**src/rtl/bafe_pkg.sv**
```systemverilog
`timescale 1ns / 1ps

package bafe_pkg;

  typedef enum logic [1:0] {
    OP_REQUEST = 2'd0,
    OP_BYTE    = 2'd1,
    OP_TICK    = 2'd2,
    OP_UNUSED  = 2'd3
  } opcode_t;

  typedef enum logic [1:0] {
    KIND_TX      = 2'd0,
    KIND_REPLY   = 2'd1,
    KIND_TIMEOUT = 2'd2
  } kind_t;

  localparam int unsigned WinLen   = 11;
  localparam int unsigned FrameLen = 8;

  localparam logic [7:0] HostStx   = 8'h02;
  localparam logic [7:0] HostLen   = 8'h08;
  localparam logic [7:0] HostEtx   = 8'h03;
  localparam logic [7:0] CtrlFirst = 8'h11;
  localparam logic [7:0] CtrlOther = 8'h10;

  localparam logic [6:0] ReplyStx = 7'h02;
  localparam logic [6:0] ReplyLen = 7'h0B;
  localparam logic [6:0] ReplyEtx = 7'h03;

  localparam logic [15:0] TimeoutReset = 16'd200;

endpackage

```
**src/rtl/bill_acceptor_frame_engine.sv**
```systemverilog
`timescale 1ns / 1ps

// Host-side framing engine for a bill acceptor link.
// Input channel (in_valid/in_ready): one item per transfer. A request item
// produces eight transmit results (the host frame, last_of_frame on byte
// eight). A received byte is shifted into an 11-byte window and yields one
// reply result when the window first holds a valid reply. A timer tick
// yields one timeout result when the reply wait runs out.
// Output channel (out_valid/out_ready): one result per transfer.
// Latency: a result is presented in the cycle after its item's transfer.
// Throughput: one item per cycle, but an item with a result waits while one
// is pending; a request holds the result register for eight output transfers,
// one byte per cycle while out_ready is high. Items with no result never wait.
// When the receiver stalls, the pending result holds; items without results
// keep being accepted, and an item with a result is accepted in the cycle
// the last pending result transfers.
// cfg_wr_en/cfg_wr_data load the reply timeout in ticks (reset value 200).
// Reset is synchronous: no result pending, no reply awaited, control byte
// 0x11 first, empty receive window.
module bill_acceptor_frame_engine (
  input  logic        clk,
  input  logic        rst,
  input  logic        cfg_wr_en,
  input  logic [15:0] cfg_wr_data,
  input  logic        in_valid,
  output logic        in_ready,
  input  logic [1:0]  opcode,
  input  logic [7:0]  request_byte_a,
  input  logic [7:0]  request_byte_b,
  input  logic [7:0]  request_byte_c,
  input  logic [7:0]  received_byte,
  output logic        out_valid,
  input  logic        out_ready,
  output logic [1:0]  result_kind,
  output logic [7:0]  transmit_byte,
  output logic        last_of_frame,
  output logic [6:0]  reply_state,
  output logic [6:0]  reply_id,
  output logic [6:0]  reply_bill_type,
  output logic [6:0]  reply_extra_a,
  output logic [6:0]  reply_extra_b,
  output logic [6:0]  reply_extra_c
);

  logic [15:0] timeout_ticks;
  logic        sequence_toggle;
  logic [6:0]  win [bafe_pkg::WinLen];
  logic [3:0]  window_fill;
  logic        awaiting_reply;
  logic [15:0] timeout_counter;

  logic                pend_valid;
  bafe_pkg::kind_t     pend_kind;
  logic [2:0]          pend_idx;
  logic [7:0]          pend_a;
  logic [7:0]          pend_b;
  logic [7:0]          pend_c;
  logic [7:0]          pend_ctrl;
  logic [7:0]          pend_chk;
  logic [6:0]          pend_reply [6];

  bafe_pkg::opcode_t op;
  logic [6:0]        win_next [bafe_pkg::WinLen];
  logic [3:0]        fill_next;
  logic [6:0]        win_xor;
  logic              win_ok;
  logic              reply_hit;
  logic              timeout_hit;
  logic              produces;
  logic              drain_done;
  logic              in_fire;
  logic              out_fire;
  logic [7:0]        ctrl_byte;

  assign op = bafe_pkg::opcode_t'(opcode);

  // Window as it stands after the incoming byte is shifted in.
  always_comb begin
    for (int i = 0; i < bafe_pkg::WinLen - 1; i++) begin
      win_next[i] = win[i + 1];
    end
    win_next[bafe_pkg::WinLen - 1] = received_byte[6:0];
    fill_next = (window_fill < 4'(bafe_pkg::WinLen)) ? window_fill + 4'd1 : window_fill;
    win_xor = 7'd0;
    for (int i = 1; i <= 8; i++) begin
      win_xor = win_xor ^ win_next[i];
    end
    win_ok = (fill_next == 4'(bafe_pkg::WinLen)) &&
             (win_next[0] == bafe_pkg::ReplyStx) &&
             (win_next[1] == bafe_pkg::ReplyLen) &&
             (win_next[9] == bafe_pkg::ReplyEtx) &&
             (win_next[10] == win_xor);
  end

  assign ctrl_byte   = sequence_toggle ? bafe_pkg::CtrlOther : bafe_pkg::CtrlFirst;
  assign reply_hit   = (op == bafe_pkg::OP_BYTE) && awaiting_reply && win_ok;
  assign timeout_hit = (op == bafe_pkg::OP_TICK) && awaiting_reply &&
                       (timeout_counter <= 16'd1);
  assign produces    = (op == bafe_pkg::OP_REQUEST) || reply_hit || timeout_hit;

  assign out_fire   = pend_valid && out_ready;
  assign drain_done = out_fire && ((pend_kind != bafe_pkg::KIND_TX) || (pend_idx == 3'd7));
  assign in_ready   = !pend_valid || drain_done || !produces;
  assign in_fire    = in_valid && in_ready;

  always_ff @(posedge clk) begin
    if (rst) begin
      timeout_ticks <= bafe_pkg::TimeoutReset;
    end else if (cfg_wr_en) begin
      timeout_ticks <= cfg_wr_data;
    end
  end

  // Link state, updated only on input transfers.
  always_ff @(posedge clk) begin
    if (rst) begin
      sequence_toggle <= 1'b0;
      window_fill     <= 4'd0;
      awaiting_reply  <= 1'b0;
      timeout_counter <= 16'd0;
      for (int i = 0; i < bafe_pkg::WinLen; i++) begin
        win[i] <= 7'd0;
      end
    end else if (in_fire) begin
      case (op)
        bafe_pkg::OP_REQUEST: begin
          sequence_toggle <= ~sequence_toggle;
          window_fill     <= 4'd0;
          awaiting_reply  <= 1'b1;
          timeout_counter <= timeout_ticks;
          for (int i = 0; i < bafe_pkg::WinLen; i++) begin
            win[i] <= 7'd0;
          end
        end
        bafe_pkg::OP_BYTE: begin
          win         <= win_next;
          window_fill <= fill_next;
          if (reply_hit) begin
            awaiting_reply <= 1'b0;
          end
        end
        bafe_pkg::OP_TICK: begin
          if (timeout_hit) begin
            awaiting_reply  <= 1'b0;
            timeout_counter <= 16'd0;
          end else if (awaiting_reply) begin
            timeout_counter <= timeout_counter - 16'd1;
          end
        end
        default: begin
        end
      endcase
    end
  end

  // Result register: holds one pending result group and walks frame bytes.
  always_ff @(posedge clk) begin
    if (rst) begin
      pend_valid <= 1'b0;
      pend_idx   <= 3'd0;
      pend_kind  <= bafe_pkg::KIND_TX;
    end else begin
      if (drain_done) begin
        pend_valid <= 1'b0;
      end else if (out_fire) begin
        pend_idx <= pend_idx + 3'd1;
      end
      if (in_fire && produces) begin
        pend_valid <= 1'b1;
        pend_idx   <= 3'd0;
        if (op == bafe_pkg::OP_REQUEST) begin
          pend_kind <= bafe_pkg::KIND_TX;
        end else if (reply_hit) begin
          pend_kind <= bafe_pkg::KIND_REPLY;
        end else begin
          pend_kind <= bafe_pkg::KIND_TIMEOUT;
        end
      end
    end
  end

  always_ff @(posedge clk) begin
    if (in_fire && (op == bafe_pkg::OP_REQUEST)) begin
      pend_a    <= request_byte_a;
      pend_b    <= request_byte_b;
      pend_c    <= request_byte_c;
      pend_ctrl <= ctrl_byte;
      pend_chk  <= bafe_pkg::HostLen ^ ctrl_byte ^ request_byte_a ^
                   request_byte_b ^ request_byte_c;
    end
    if (in_fire && reply_hit) begin
      for (int i = 0; i < 6; i++) begin
        pend_reply[i] <= win_next[i + 3];
      end
    end
  end

  logic is_tx;
  logic is_reply;
  logic [7:0] frame_byte;

  assign is_tx    = (pend_kind == bafe_pkg::KIND_TX);
  assign is_reply = (pend_kind == bafe_pkg::KIND_REPLY);

  always_comb begin
    case (pend_idx)
      3'd0:    frame_byte = bafe_pkg::HostStx;
      3'd1:    frame_byte = bafe_pkg::HostLen;
      3'd2:    frame_byte = pend_ctrl;
      3'd3:    frame_byte = pend_a;
      3'd4:    frame_byte = pend_b;
      3'd5:    frame_byte = pend_c;
      3'd6:    frame_byte = bafe_pkg::HostEtx;
      default: frame_byte = pend_chk;
    endcase
  end

  assign out_valid       = pend_valid;
  assign result_kind     = pend_kind;
  assign transmit_byte   = is_tx ? frame_byte : 8'd0;
  assign last_of_frame   = is_tx && (pend_idx == 3'd7);
  assign reply_state     = is_reply ? pend_reply[0] : 7'd0;
  assign reply_id        = is_reply ? pend_reply[1] : 7'd0;
  assign reply_bill_type = is_reply ? pend_reply[2] : 7'd0;
  assign reply_extra_a   = is_reply ? pend_reply[3] : 7'd0;
  assign reply_extra_b   = is_reply ? pend_reply[4] : 7'd0;
  assign reply_extra_c   = is_reply ? pend_reply[5] : 7'd0;

  // A request always leaves the engine waiting for a reply.
  a_request_arms: assert property (@(posedge clk) disable iff (rst)
    in_fire && (op == bafe_pkg::OP_REQUEST) |=> awaiting_reply)
    else $error("request transfer did not arm the reply wait");

  // Only a transmit group walks past its first result.
  a_idx_tx_only: assert property (@(posedge clk) disable iff (rst)
    pend_valid && (pend_idx != 3'd0) |-> (pend_kind == bafe_pkg::KIND_TX))
    else $error("result index advanced on a single-result group");

  // A reply or timeout ends the wait.
  a_result_ends_wait: assert property (@(posedge clk) disable iff (rst)
    in_fire && (reply_hit || timeout_hit) |=> !awaiting_reply)
    else $error("reply wait still active after its result");

  a_fill_bound: assert property (@(posedge clk) disable iff (rst)
    window_fill <= 4'(bafe_pkg::WinLen))
    else $error("window fill count out of range");

endmodule
```
**config.mk**
```make
export PLATFORM = sky130hd
export DESIGN_NAME = bill_acceptor_frame_engine
export DESIGN_NICKNAME = d
export VERILOG_FILES = /design/src/rtl/bafe_pkg.sv /design/src/rtl/bill_acceptor_frame_engine.sv
export SDC_FILE = /design/constraint.sdc
export NUM_CORES = 1
export LEC_CHECK = 0
export ABC_AREA = 0
export BUFFER_PORTS_ARGS = -buffer_cell sky130_fd_sc_hd__buf_2
export CAP_MARGIN = 20
export CORE_MARGIN = 3
export CORE_UTILIZATION = 53
export DETAILED_ROUTE_END_ITERATION = 6
export PLACE_DENSITY = 0.74
export SLEW_MARGIN = 30
export SYNTH_ARGS = -nofsm -noshare
export SYNTH_HDL_FRONTEND = slang
export SYNTH_SLANG_ARGS = --single-unit
```
**constraint.sdc**
```tcl
create_clock -name clk -period 9.62 [get_ports clk]
set_input_delay 0.962 -clock clk [delete_from_list [all_inputs] [get_ports clk]]
set_output_delay 0.962 -clock clk [all_outputs]
set_load 0.01 [all_outputs]
```
* Word level (Yosys, flattened, before mapping)
Memories as Yosys holds them, arrays and structs flattened. Index checks and enable logic that the tools add are counted. Widths: inputs -> output; s select.
Word-level totals: register bits after elaboration 154, bits in writable memories 42, word-level logic and storage cells 120, memories 1
Memory list:
- pend_reply | words 6, bits a word 7, rd ports 6, clocked after Yosys merged registers in 0, write ports 6, line bill_acceptor_frame_engine.sv:60 | logic [6:0] pend_reply [6];
Operators by class: $add $sub $neg 3, order comparisons 2, equal/unequal tests 18, multiplexer cells 24, bitwise logic cells 13, reduce and logical (&&, ||, !) cells 36
Operators with widths (number):
- $pmux 70 s2 | 1
- $pmux 8 s7 | 1
- $xor 7x7->7 | 7
- $mux 7 | 6
- $mux 16 | 2
- $pmux 16 s2 | 1
- $le 16x1->1 const B | 1
- $sub 16x1->16 const B | 1
- $xor 8x8->8 | 2
- $logic_and 1x1->1 | 15
- $eq 7x2->1 const B | 2
- $eq 3x3->1 const B | 4
- $mux 8 | 1
- $pmux 4 s2 | 1
- $reduce_bool 2->1 | 4
- $xor 5x8->8 | 1
- $eq 7x4->1 const B | 1
- $eq 7x7->1 | 1
- $mux 1 | 7
- $eq 3x2->1 const B | 2
- $reduce_and 2->1 | 3
- $logic_or 1x1->1 | 5
- $add 4x1->4 const B | 1
- $eq 2x1->1 const B | 2
- other kinds (19) | 24

* Logic depth before layout (Yosys ltp)
Gate-level depths: netlist of run 1.
depth after elaboration 18, mapped depth 13, mapped depth without buffers 10

* Worst setup path before layout of run 1
No wires, ideal clock.
path kind input-to-reg, from input port opcode[1], to memory pend_reply[0][0] (enable), arrival 3747 ps, required time 9179 ps, slack 5431 ps, stages 8, buffers on the path 0, cells stage by stage inv_1 -> ha_1 -> nand3b_1 -> nor4_2 -> nand2_1 -> nor4b_1 -> nand3_1 -> nor2_1
RTL lines:
- start: declaration | line bill_acceptor_frame_engine.sv:27 | input logic [1:0] opcode,
- end: declaration | line bill_acceptor_frame_engine.sv:60

* Worst setup path after layout of run 1
from input port received_byte[5], to output port in_ready
On the way: longest elaborated chain between the ends 7
Ends and longest elaborated chain:
- start: declaration | line bill_acceptor_frame_engine.sv:31 | input logic [7:0] received_byte,
- $eq 7x7->1 | line bill_acceptor_frame_engine.sv:92 | (win_next[10] == win_xor);
- $logic_and 1x1->1 | line bill_acceptor_frame_engine.sv:91 | (win_next[9] == bafe_pkg::ReplyEtx) &&
- $logic_and 1x1->1 | line bill_acceptor_frame_engine.sv:96 | assign reply_hit = (op == bafe_pkg::OP_BYTE) && awaiting_reply && win_ok;
- $logic_or 1x1->1 (2 in series) | line bill_acceptor_frame_engine.sv:99 | assign produces = (op == bafe_pkg::OP_REQUEST) || reply_hit || timeout_hit;
- $logic_not 1->1 | line bill_acceptor_frame_engine.sv:103 | assign in_ready = !pend_valid || drain_done || !produces;
- $logic_or 1x1->1 | line bill_acceptor_frame_engine.sv:103
- end: declaration | line bill_acceptor_frame_engine.sv:26 | output logic in_ready,
No other way between the ends.

==> results of run 1 <==
[kinds of logic after synthesis]
kind of cell / Yosys count / share of synthesized area [%]
DFF: 189 / 55.5
and+or+nand+nor: 185 / 12.0
AOI/OAI and AO/OA: 165 / 15.8
xor gates and xnor gates: 78 / 9.21
buffers and inverters: 58 / 3.52
muxes: 16 / 1.96
adders and majority gates: 13 / 1.99
[placed cells by master, fill, tap and decap left out, drive strengths merged, types with 3 or more instances in the layout]
cell type,instances
buf,115
dfxtp,114
edfxtp,75
a22o,71
xnor2,57
and2,45
nand2,39
nor2,39
a21oi,23
nor3,21
inv,19
clkbuf,17
o21ai,17
mux2i,16
xor2,16
ha,13
nor4,9
a31oi,9
clkinv,9
nand3,8
a32oi,6
a22oi,5
xnor3,5
a2111oi,5
clkinvlp,5
or4b,5
o211ai,4
a311oi,4
nor2b,4
a21o,3
or4,3
nand2b,3
a211oi,3
[metal layers]
metal	vias to the layer above	global-route usage [%]	routed length (um)
met1	2776	27.4	7690
met2	144	32.7	8160
li1	2769	-	-
met5	-	0	0
met3	21	4.63	913
met4	0	7.64	310
[worst max-delay path, stage by stage]
cell and delay (ps):
buf_2 120, xnor2_1 190, xnor3_1 370, xnor2_1 160
or4_1 530, or4b_1 670, nand2_1 190, nand3_1 110
buf_2 160
[flip-flops by register name, summed over array words and instances, names as in the netlist]
signal / count
out_valid: 1
result_kind: 2
pend_c: 8
sequence_toggle: 1
pend_b: 8
pend_ctrl: 1
pend_idx: 3
pend_chk: 8
timeout_counter: 16
pend_reply: 42
window_fill: 4
awaiting_reply: 1
win: 70
pend_a: 8
timeout_ticks: 16
[cells in the mapped netlist (11+ instances only)]
cell type  count
nor2_1        38
o21ai_0       11
clkbuf_1      21
dfxtp_1      114
ha_1          13
inv_1         18
xor2_1        16
mux2i_1       16
nor3_1        19
and2_1        45
xnor2_1       57
edfxtp_1      75
nand2_1       39
a22o_1        71
a21oi_1       23
[power groups by stage]
stage	clock network, uW	logic (uW)	registers (uW)
after floorplan	0	102	872
after CTS	670	138	859
after global placement	0	133	876
after global routing	709	153	860
final	659	138	859
after detailed placement	0	137	876
[per-stage QoR]
stage	setup slack [ps]	instances
floorplan	5430	704
global placement	5240	963
detailed placement	5180	964
CTS	5170	996
global route	4980	996
finish	5170	996
[path summary, 6_finish.rpt]
path | start | end | slack, ps | cells past startpoint
setup / recovery | received_byte[5] | in_ready | 5170 | 9
hold reg to reg | win[69] | win[69] | 480 | 1
setup reg to reg | window_fill[0] | win[25] | 5650 | 10
hold / removal | win[69] | win[69] | 480 | 1
[layout make-up]
| type | instances | area, sq um |
|---|---|---|
| clock buffers | 17 | 425 |
| repair buffers | 115 | 613 |
| inverters | 19 | 71.3 |
| well taps | 184 | 230 |
| fillers | 1201 | 5450 |
| multi-input cells | 457 | 3360 |
| clock inverters | 15 | 125 |
| flip-flops and latches | 189 | 4530 |
==> results.md, run 1 <==
- Mapped Nets: 772
- Initial DRC count: 384
- Switch share: 24.1%
- Worst hold slack: 481 ps
- TritonCTS Buffers: 17
- Critical Path Sink Type: output port
- Number of buffers added on ports: 108
- I/O pin count: 110
- Gp weighted congestion: 0.874
- CTS tree: yes
- Congestion Overflow GR: 0
- Top cell type's share of synthesized area: 27.9%
- Dpl cell area: 8800 sq um
- Syn Area/Cell: 11.6 sq um
- RSZ-0062 raised after global routing: false
- Cell taking the most area after synthesis: dfxtp_1
- Critical path startpoint category: input pin
- Clk root buf: clkbuf_16
- Main flop type after synthesis: dfxtp_1
- Skew-Pair Late Insertion Delay: 440 ps
- Largest net degree at the start of global routing: 73
- YS warnings: 0
- Layout cells sized above 1: 19.6%
- TritonCTS sink count: 189
- First-pass GRT wire length: 27.3 mm
- GRT Total Usage: 20.5%
- Largest cells by area after synthesis: dfxtp_1 28%, edfxtp_1 28%, a22o_1 7.6%
- Slew HR: 49.1%
- Final WL: 17.1 mm
- Post-Syn Instances: 704
- WP data arrival: 3480 ps
- Die area: 16900 sq um
- Setup TNS: 0 ps
- Vias in the first global route: 5443
- Final Cycle Share: 46.2%
- H-tree Lvls: 4
- Clock buffer depth: 2
- CTS clk-pin slew, worst paths: 70 ps
- Tot Pwr: 1660 uW
- Clock share of power: 39.8%
- Hold Vio Cnt, Final: 0
- Antenna Nets Post-Route: 0
- Outcome: finished, final reports clean
- Synthesis-to-layout area growth: 14.5%
- Max Cap Violations: 0
- Row cnt: 44
- Static leakage: 0.00369 uW
- Slew @ Worst Pin: 763 ps
- Initial Utilization: 55.2%
- Initial antenna violation count: 0
- Hold crit path type: flip-flop to flip-flop
- NumNets Final: 867
- Routed len/inst: 17.1 um
- Fmax: 225 MHz
- Final HPWL DP: 11.4 mm
- Via density: 5.73
- Post-CTS Setup Inserts: 0
- Sequential element share of the synthesized area: 55.5%
- Chip height: 130 um
- Final slew viol count: 0
- Fin crit period: 4450 ps
- Post-synth ARST share: 0%
- Yosys cell types: 59
- Yosys reg bits: 189
- Comb power frac: 8.3%
- Core area: 14800 sq um
- Number of flops mapped to enable cells by yosys: 75
- Flop pwr share: 51.9%
- # diodes: 0
- NetSw: 399 uW
- Drt first pass iters: 4
- Drt drc: 0
- Post-CTS sizing: 0
- WS Path Type: input pin to output port
- Synth Cell Area: 8170 sq um
- Worst Skew: 9.76 ps
- Routed vias: 5710
- Die X-Extent: 130 um
- PwrDens: 177 nW/um^2
- P_int: 1260 uW
- Max VDD drop: 133 uV
- CP required: 8660 ps
- Layout Utilization: 63.2%
- Post-Layout Inst Area: 9360 sq um
- CTS Hold Bufs: 0
- CP Max Fanout: 5
- Endpoints failing setup: 0
Power figures use the tool's default switching activity.
==> run 2: changes to the inputs <==
Clock period 9.62 ns to 4.3 ns, I/O delays scaled along.
==> run 2 against run 1 <==
Non-clock buffer count up 4; worst setup slack worse by 4800 ps; highest routed layer unchanged; register-to-register slack worse by 5100 ps; clock power rose to 2.5 times the previous value; cell area up 1.2%; via count down 1.1%; count of clock-buffer cells in the layout up 4; critical path depth unchanged.
==> results.md, run 2 (synthesis results as in run 1) <==
- Outcome: finished, final reports clean
- Multi-input gate area: 3360 sq um (+0.15%)
- Synthesis-to-layout area growth: 15.9%
- Critical Path Sink Type: output port
- Gp weighted congestion: 0.854 (-2.3%)
- Slowest stage delay, CP: 670 ps (about the same)
- Hold Path Cell Cnt: 1 (unchanged)
- Largest register FFs: 70 (unchanged)
- P_int: 3020 uW (+140%)
- Fill cells: 1167 (-2.8%)
- Final slew viol count: 0 (unchanged)
- Flop pwr share: 49.4% (-2.5 points)
- Worst hold slack: 202 ps (-279 ps)
- H-tree Lvls: 4 (unchanged)
- CP cell instances: ha_1 -> o21ai_0 -> xor2_1 -> o2111ai_1 -> or4_1 -> or4b_1 -> nand2_1 -> nand3_1 -> buf_2
- Chip height: 130 um (unchanged)
- CP Max Fanout: 5 (unchanged)
- Final WS setup: 390 ps (-4780 ps)
- Post-CTS Setup Inserts: 0 (unchanged)
- Drt drc: 0 (unchanged)
- Fin crit period: 3910 ps
- Die area: 16900 sq um (unchanged)
- PwrDens: 411 nW/um^2 (+130%)
- Comb power frac: 8.0% (-0.3 points)
- Crit-path slowest cell: or4b_1
- Layout cells sized above 1: 20.0% (+0.39 points)
- Most flops, register: win
- R2R Setup Slk: 560 ps (-5090 ps)
- Commonest cells after routing, fill and taps aside: 114 x dfxtp_1, 108 x buf_2, 75 x edfxtp_1
- Hold Crit Start: request_byte_b[1]
- Critical path buffers and inverters: 1 (-1)
- # diodes: 0 (unchanged)
- R2r endpoint: win[1]
- I/O pin count: 110 (unchanged)
- Register area: 4530 sq um (unchanged)
- Slew HR: 41.6% (-7.5 points)
- Clock share of power: 42.6% (+2.8 points)
- Initial DRC count: 436 (+14%)
- Final Cycle Share: 90.9%
- Antenna Nets Post-Route: 0 (unchanged)
- Post-CTS sizing: 0 (unchanged)
- Initial Utilization: 55.2% (unchanged)
- Hold Path Sink: pend_b[1]
- Vias in the first global route: 5411 (-0.59%)
- First-pass GRT wire length: 27.2 mm (-0.13%)
- Skew-Pair Late Insertion Delay: 430 ps (about the same)
- Die X-Extent: 130 um (unchanged)
- Drt first pass iters: 4 (unchanged)
- Hold Vio Cnt, Final: 0 (unchanged)
- Core area: 14800 sq um (unchanged)
- Pre-CTS WS: 647 ps (-4530 ps)
- Tot Pwr: 3890 uW (+130%)
- Final WL: 16.9 mm (-0.83%)
- RSZ-0062 raised after global routing: false
- Clock buffer depth: 2 (unchanged)
- NetSw: 869 uW (+120%)
- Worst Skew: 10.4 ps (+0.631 ps)
- Reg2reg start: window_fill[0]
- Slew @ Worst Pin: 870 ps (+107 ps)
- CTS Hold Bufs: 0 (unchanged)
- WS Path Type: flip-flop to output port
- Routed vias: 5645 (-1.1%)
- Delay-heaviest family, CP: simple AND/OR/NAND/NOR gates
- Static leakage: 0.00375 uW (+1.8%)
- CTS clk-pin slew, worst paths: 70 ps (about the same)
- CTS tree: yes
- R2R cell count: 10 (unchanged)
- Leading cell type in the layout, fill and taps excluded: dfxtp_1
- GRT Total Usage: 20.3% (-0.16 points)
- Switch share: 22.3% (-1.8 points)
- TritonCTS Buffers: 17 (unchanged)
- Final HPWL DP: 11.6 mm (+1.0%)
- Hold crit path type: input pin to flip-flop
- Endpoints failing setup: 0 (unchanged)
- Setup TNS: 0 ps (unchanged)
- CP required: 3870 ps (-4790 ps)
- Biggest regs: win: 70 flops, pend_reply: 42 flops
- Clk root buf: clkbuf_16
- Initial antenna violation count: 0 (unchanged)
- Max VDD drop: 249 uV (+88%)
- TritonCTS sink count: 189 (unchanged)
- Via density: 5.65 (-1.5%)
- Critical path startpoint category: flip-flop
- Number of buffers added on ports: 108 (unchanged)
- Row cnt: 44 (unchanged)
- Fmax: 256 MHz
- Largest net degree at the start of global routing: 71 (-2.7%)
- NumNets Final: 871 (+0.46%)
- Routed len/inst: 16.9 um (-1.2%)
- WP data arrival: 3480 ps (about the same)
- Max Cap Violations: 0 (unchanged)
- Congestion Overflow GR: 0 (unchanged)
## run 2: worst max path at each step
stage / startpoint / end / slack (ps) / cells past startpoint
final: window_fill[0] / in_ready / 390 / 9
after CTS: window_fill[0] / in_ready / 350 / 9
after global routing: window_fill[0] / in_ready / 160 / 9
after floorplan: win[2] / pend_reply[0][0] / 510 / 6
after detailed placement: window_fill[0] / win[54] / 650 / 10
after global placement: window_fill[0] / win[16] / 790 / 10
## run 2: final cells by class
class                      instances  area share [%]
sequential                       189            47.9
timing repair buffer             119            6.58
clock buffer                      21            5.20
tap                              184            2.43
inverter                          19           0.754
multi-input combinational        457            35.5
clock inverter                    11            1.61
## run 2: layer usage
| metal | vias up | wire [um] | global-route usage (%) |
|---|---|---|---|
| met3 | 23 | 713 | 3.85 |
| met4 | 0 | 279 | 7.15 |
| met5 | - | 0 | 0 |
| li1 | 2786 | - | - |
| met1 | 2717 | 7830 | 28.3 |
| met2 | 119 | 8110 | 32.0 |
## run 2: per-stage QoR
step	utilization [%]	cells	cell area, sq um
after floorplan	-	704	8170
after global placement	59.5	968	8810
after detailed placement	59.6	968	8820
after CTS	63.9	1000	9460
after global routing	63.9	1000	9460
final	63.9	1000	9460
## run 2: power groups by stage
stage / clock, uW / sequential [uW] / combinational, uW
after detailed placement: 0 / 1960 / 309
after CTS: 1690 / 1920 / 311
after floorplan: 0 / 1950 / 229
after global placement: 0 / 1960 / 300
after global routing: 1760 / 1920 / 345
final: 1660 / 1920 / 311
==> run 3: changes to the inputs <==
Settings changed: CTS_CLUSTER_SIZE set to 8, PLACE_DENSITY 0.74 to not set, PLACE_DENSITY_LB_ADDON set to 0.2.
Clock period 4.3 ns to 4.51 ns, I/O delays scaled along.
==> run 3 against run 2 <==
Utilization shrank 0.32 points; count of clock-buffer cells in the layout down 1; power fell by 5.8%; sequential share of layout area increased by 0.24 points; via count up 2.9%; worst setup slack better by 170 ps; non-clock buffer count down 3; critical path depth unchanged; wire length rose by 1.7%; combinational power is 4% lower; sequential power is 5% lower; clock skew is essentially flat; critical endpoint unchanged; largest power group unchanged.
==> results.md, run 3 (synthesis results as in run 1) <==
- Outcome: finished, final reports clean
- Max VDD drop: 270 uV (+8.1%)
- Met2 Wirelength: 8.34 mm (+2.7%)
- Setup TNS: 0 ps (unchanged)
- Gp weighted congestion: 0.907 (+6.2%)
- Clock buffer depth: 2 (unchanged)
- Worst Skew: 10.1 ps (-0.270 ps)
- CP cell instances: ha_1 -> o21ai_0 -> xor2_1 -> o2111ai_1 -> or4_1 -> or4b_1 -> nand2_1 -> nand3_1 -> buf_2
- Final Cycle Share: 87.5%
- TritonCTS Buffers: 17 (unchanged)
- Vias in the first global route: 5540 (+2.4%)
- Layout cells sized above 1: 19.6% (-0.42 points)
- Leading cell type in the layout, fill and taps excluded: dfxtp_1
- Congestion Overflow GR: 0 (unchanged)
- Most flops, register: win
- Met3 wire length: 816 um (+14%)
- I/O pin count: 110 (unchanged)
- Slew @ Worst Pin: 765 ps (-106 ps)
- Hold Vio Cnt, Final: 0 (unchanged)
- Routed len/inst: 17.3 um (+2.0%)
- Fmax: 253 MHz
- Via density: 5.82 (+3.2%)
- Skew-Pair Late Insertion Delay: 430 ps (about the same)
- Final slew viol count: 0 (unchanged)
- Worst hold slack: 217 ps (+14.2 ps)
- Fin crit period: 3950 ps
- Die X-Extent: 130 um (unchanged)
- Post-CTS sizing: 0 (unchanged)
- Number of buffers added on ports: 108 (unchanged)
- Clk root buf: clkbuf_16
- First-pass GRT wire length: 27.7 mm (+1.9%)
- Row cnt: 44 (unchanged)
- Critical path buffers and inverters: 1 (unchanged)
- WS Path Type: flip-flop to output port
- WP data arrival: 3490 ps (about the same)
- Antenna Nets Post-Route: 0 (unchanged)
- Dpl cell area: 8800 sq um (-0.17%)
- Hold crit path type: input pin to flip-flop
- Die area: 16900 sq um (unchanged)
- CTS Hold Bufs: 0 (unchanged)
- Core area: 14800 sq um (unchanged)
- H-tree Lvls: 4 (unchanged)
- M1 wire length: 7.73 mm (-1.3%)
- Final WL: 17.2 mm (+1.7%)
- Commonest cells after routing, fill and taps aside: 114 x dfxtp_1, 108 x buf_2, 75 x edfxtp_1
- Largest net degree at the start of global routing: 73 (+2.8%)
- Highest routed metal layer: met4
- NumNets Final: 868 (-0.34%)
- CTS clk-pin slew, worst paths: 70 ps (about the same)
- Static leakage: 0.00373 uW (-0.69%)
- Final HPWL DP: 11.6 mm (+0.33%)
- Initial DRC count: 398 (-8.7%)
- Biggest regs: win: 70 flops, pend_reply: 42 flops
- Layout Utilization: 63.6% (-0.32 points)
- Largest register FFs: 70 (unchanged)
- CP required: 4060 ps (+190 ps)
- GRT Total Usage: 20.7% (+0.36 points)
- Crit-path slowest cell: or4b_1
- Drt drc: 0 (unchanged)
- Critical path startpoint category: flip-flop
- Drt first pass iters: 5 (+1)
- Routed vias: 5807 (+2.9%)
- Synthesis-to-layout area growth: 15.3%
- Post-Layout Inst Area: 9420 sq um (-0.50%)
- Delay-heaviest family, CP: simple AND/OR/NAND/NOR gates
- CTS tree: yes
- Initial antenna violation count: 0 (unchanged)
- Slew HR: 48.8% (+7.2 points)
- PwrDens: 389 nW/um^2 (-5.4%)
- Slowest stage delay, CP: 680 ps (about the same)
- Critical Path Sink Type: output port
- Tot Pwr: 3660 uW (-5.8%)
- RSZ-0062 raised after global routing: false
- Post-CTS Setup Inserts: 0 (unchanged)
- TritonCTS sink count: 189 (unchanged)
- # diodes: 0 (unchanged)
- Endpoints failing setup: 0 (unchanged)
- CP Max Fanout: 5 (unchanged)
- Max Cap Violations: 0 (unchanged)
- Initial Utilization: 55.2% (unchanged)
- Chip height: 130 um (unchanged)
==> run 3: stage by stage <==
| stage | setup WS, ps | instances |
|---|---|---|
| after floorplan | 717 | 704 |
| after global placement | 943 | 965 |
| after detailed placement | 892 | 965 |
| after CTS | 568 | 997 |
| after global routing | 362 | 997 |
| final | 564 | 997 |
==> run 3: final timing paths <==
kind,from,end,slack [ps],cells past startpoint
worst max-delay path,window_fill[0],in_ready,560,9
worst min-delay path,request_byte_c[3],pend_c[3],220,1
worst max register to register,window_fill[0],win[16],790,10
worst min register to register,win[67],win[67],480,1
==> run 3: cell type report <==
cell class                 instances  area, sq um
inverter                          19         71.3
clock buffer                      20          447
tap                              184          230
sequential                       189         4530
multi-input combinational        457         3360
fill                            1174         5390
clock inverter                    12          161
timing repair buffer             116          613
==> run 3: power breakdown <==
group | switching (uW) | total, uW | internal, uW
clock network | 640 | 1530 | 894
registers | 26.8 | 1830 | 1810
logic | 176 | 298 | 122
total | 843 | 3660 | 2820
==> run 3: layer usage <==
layer,GRT usage (%),vias up
met5,0,-
met4,7.89,0
met3,3.93,30
met2,32.7,151
met1,28.4,2847
li1,-,2779
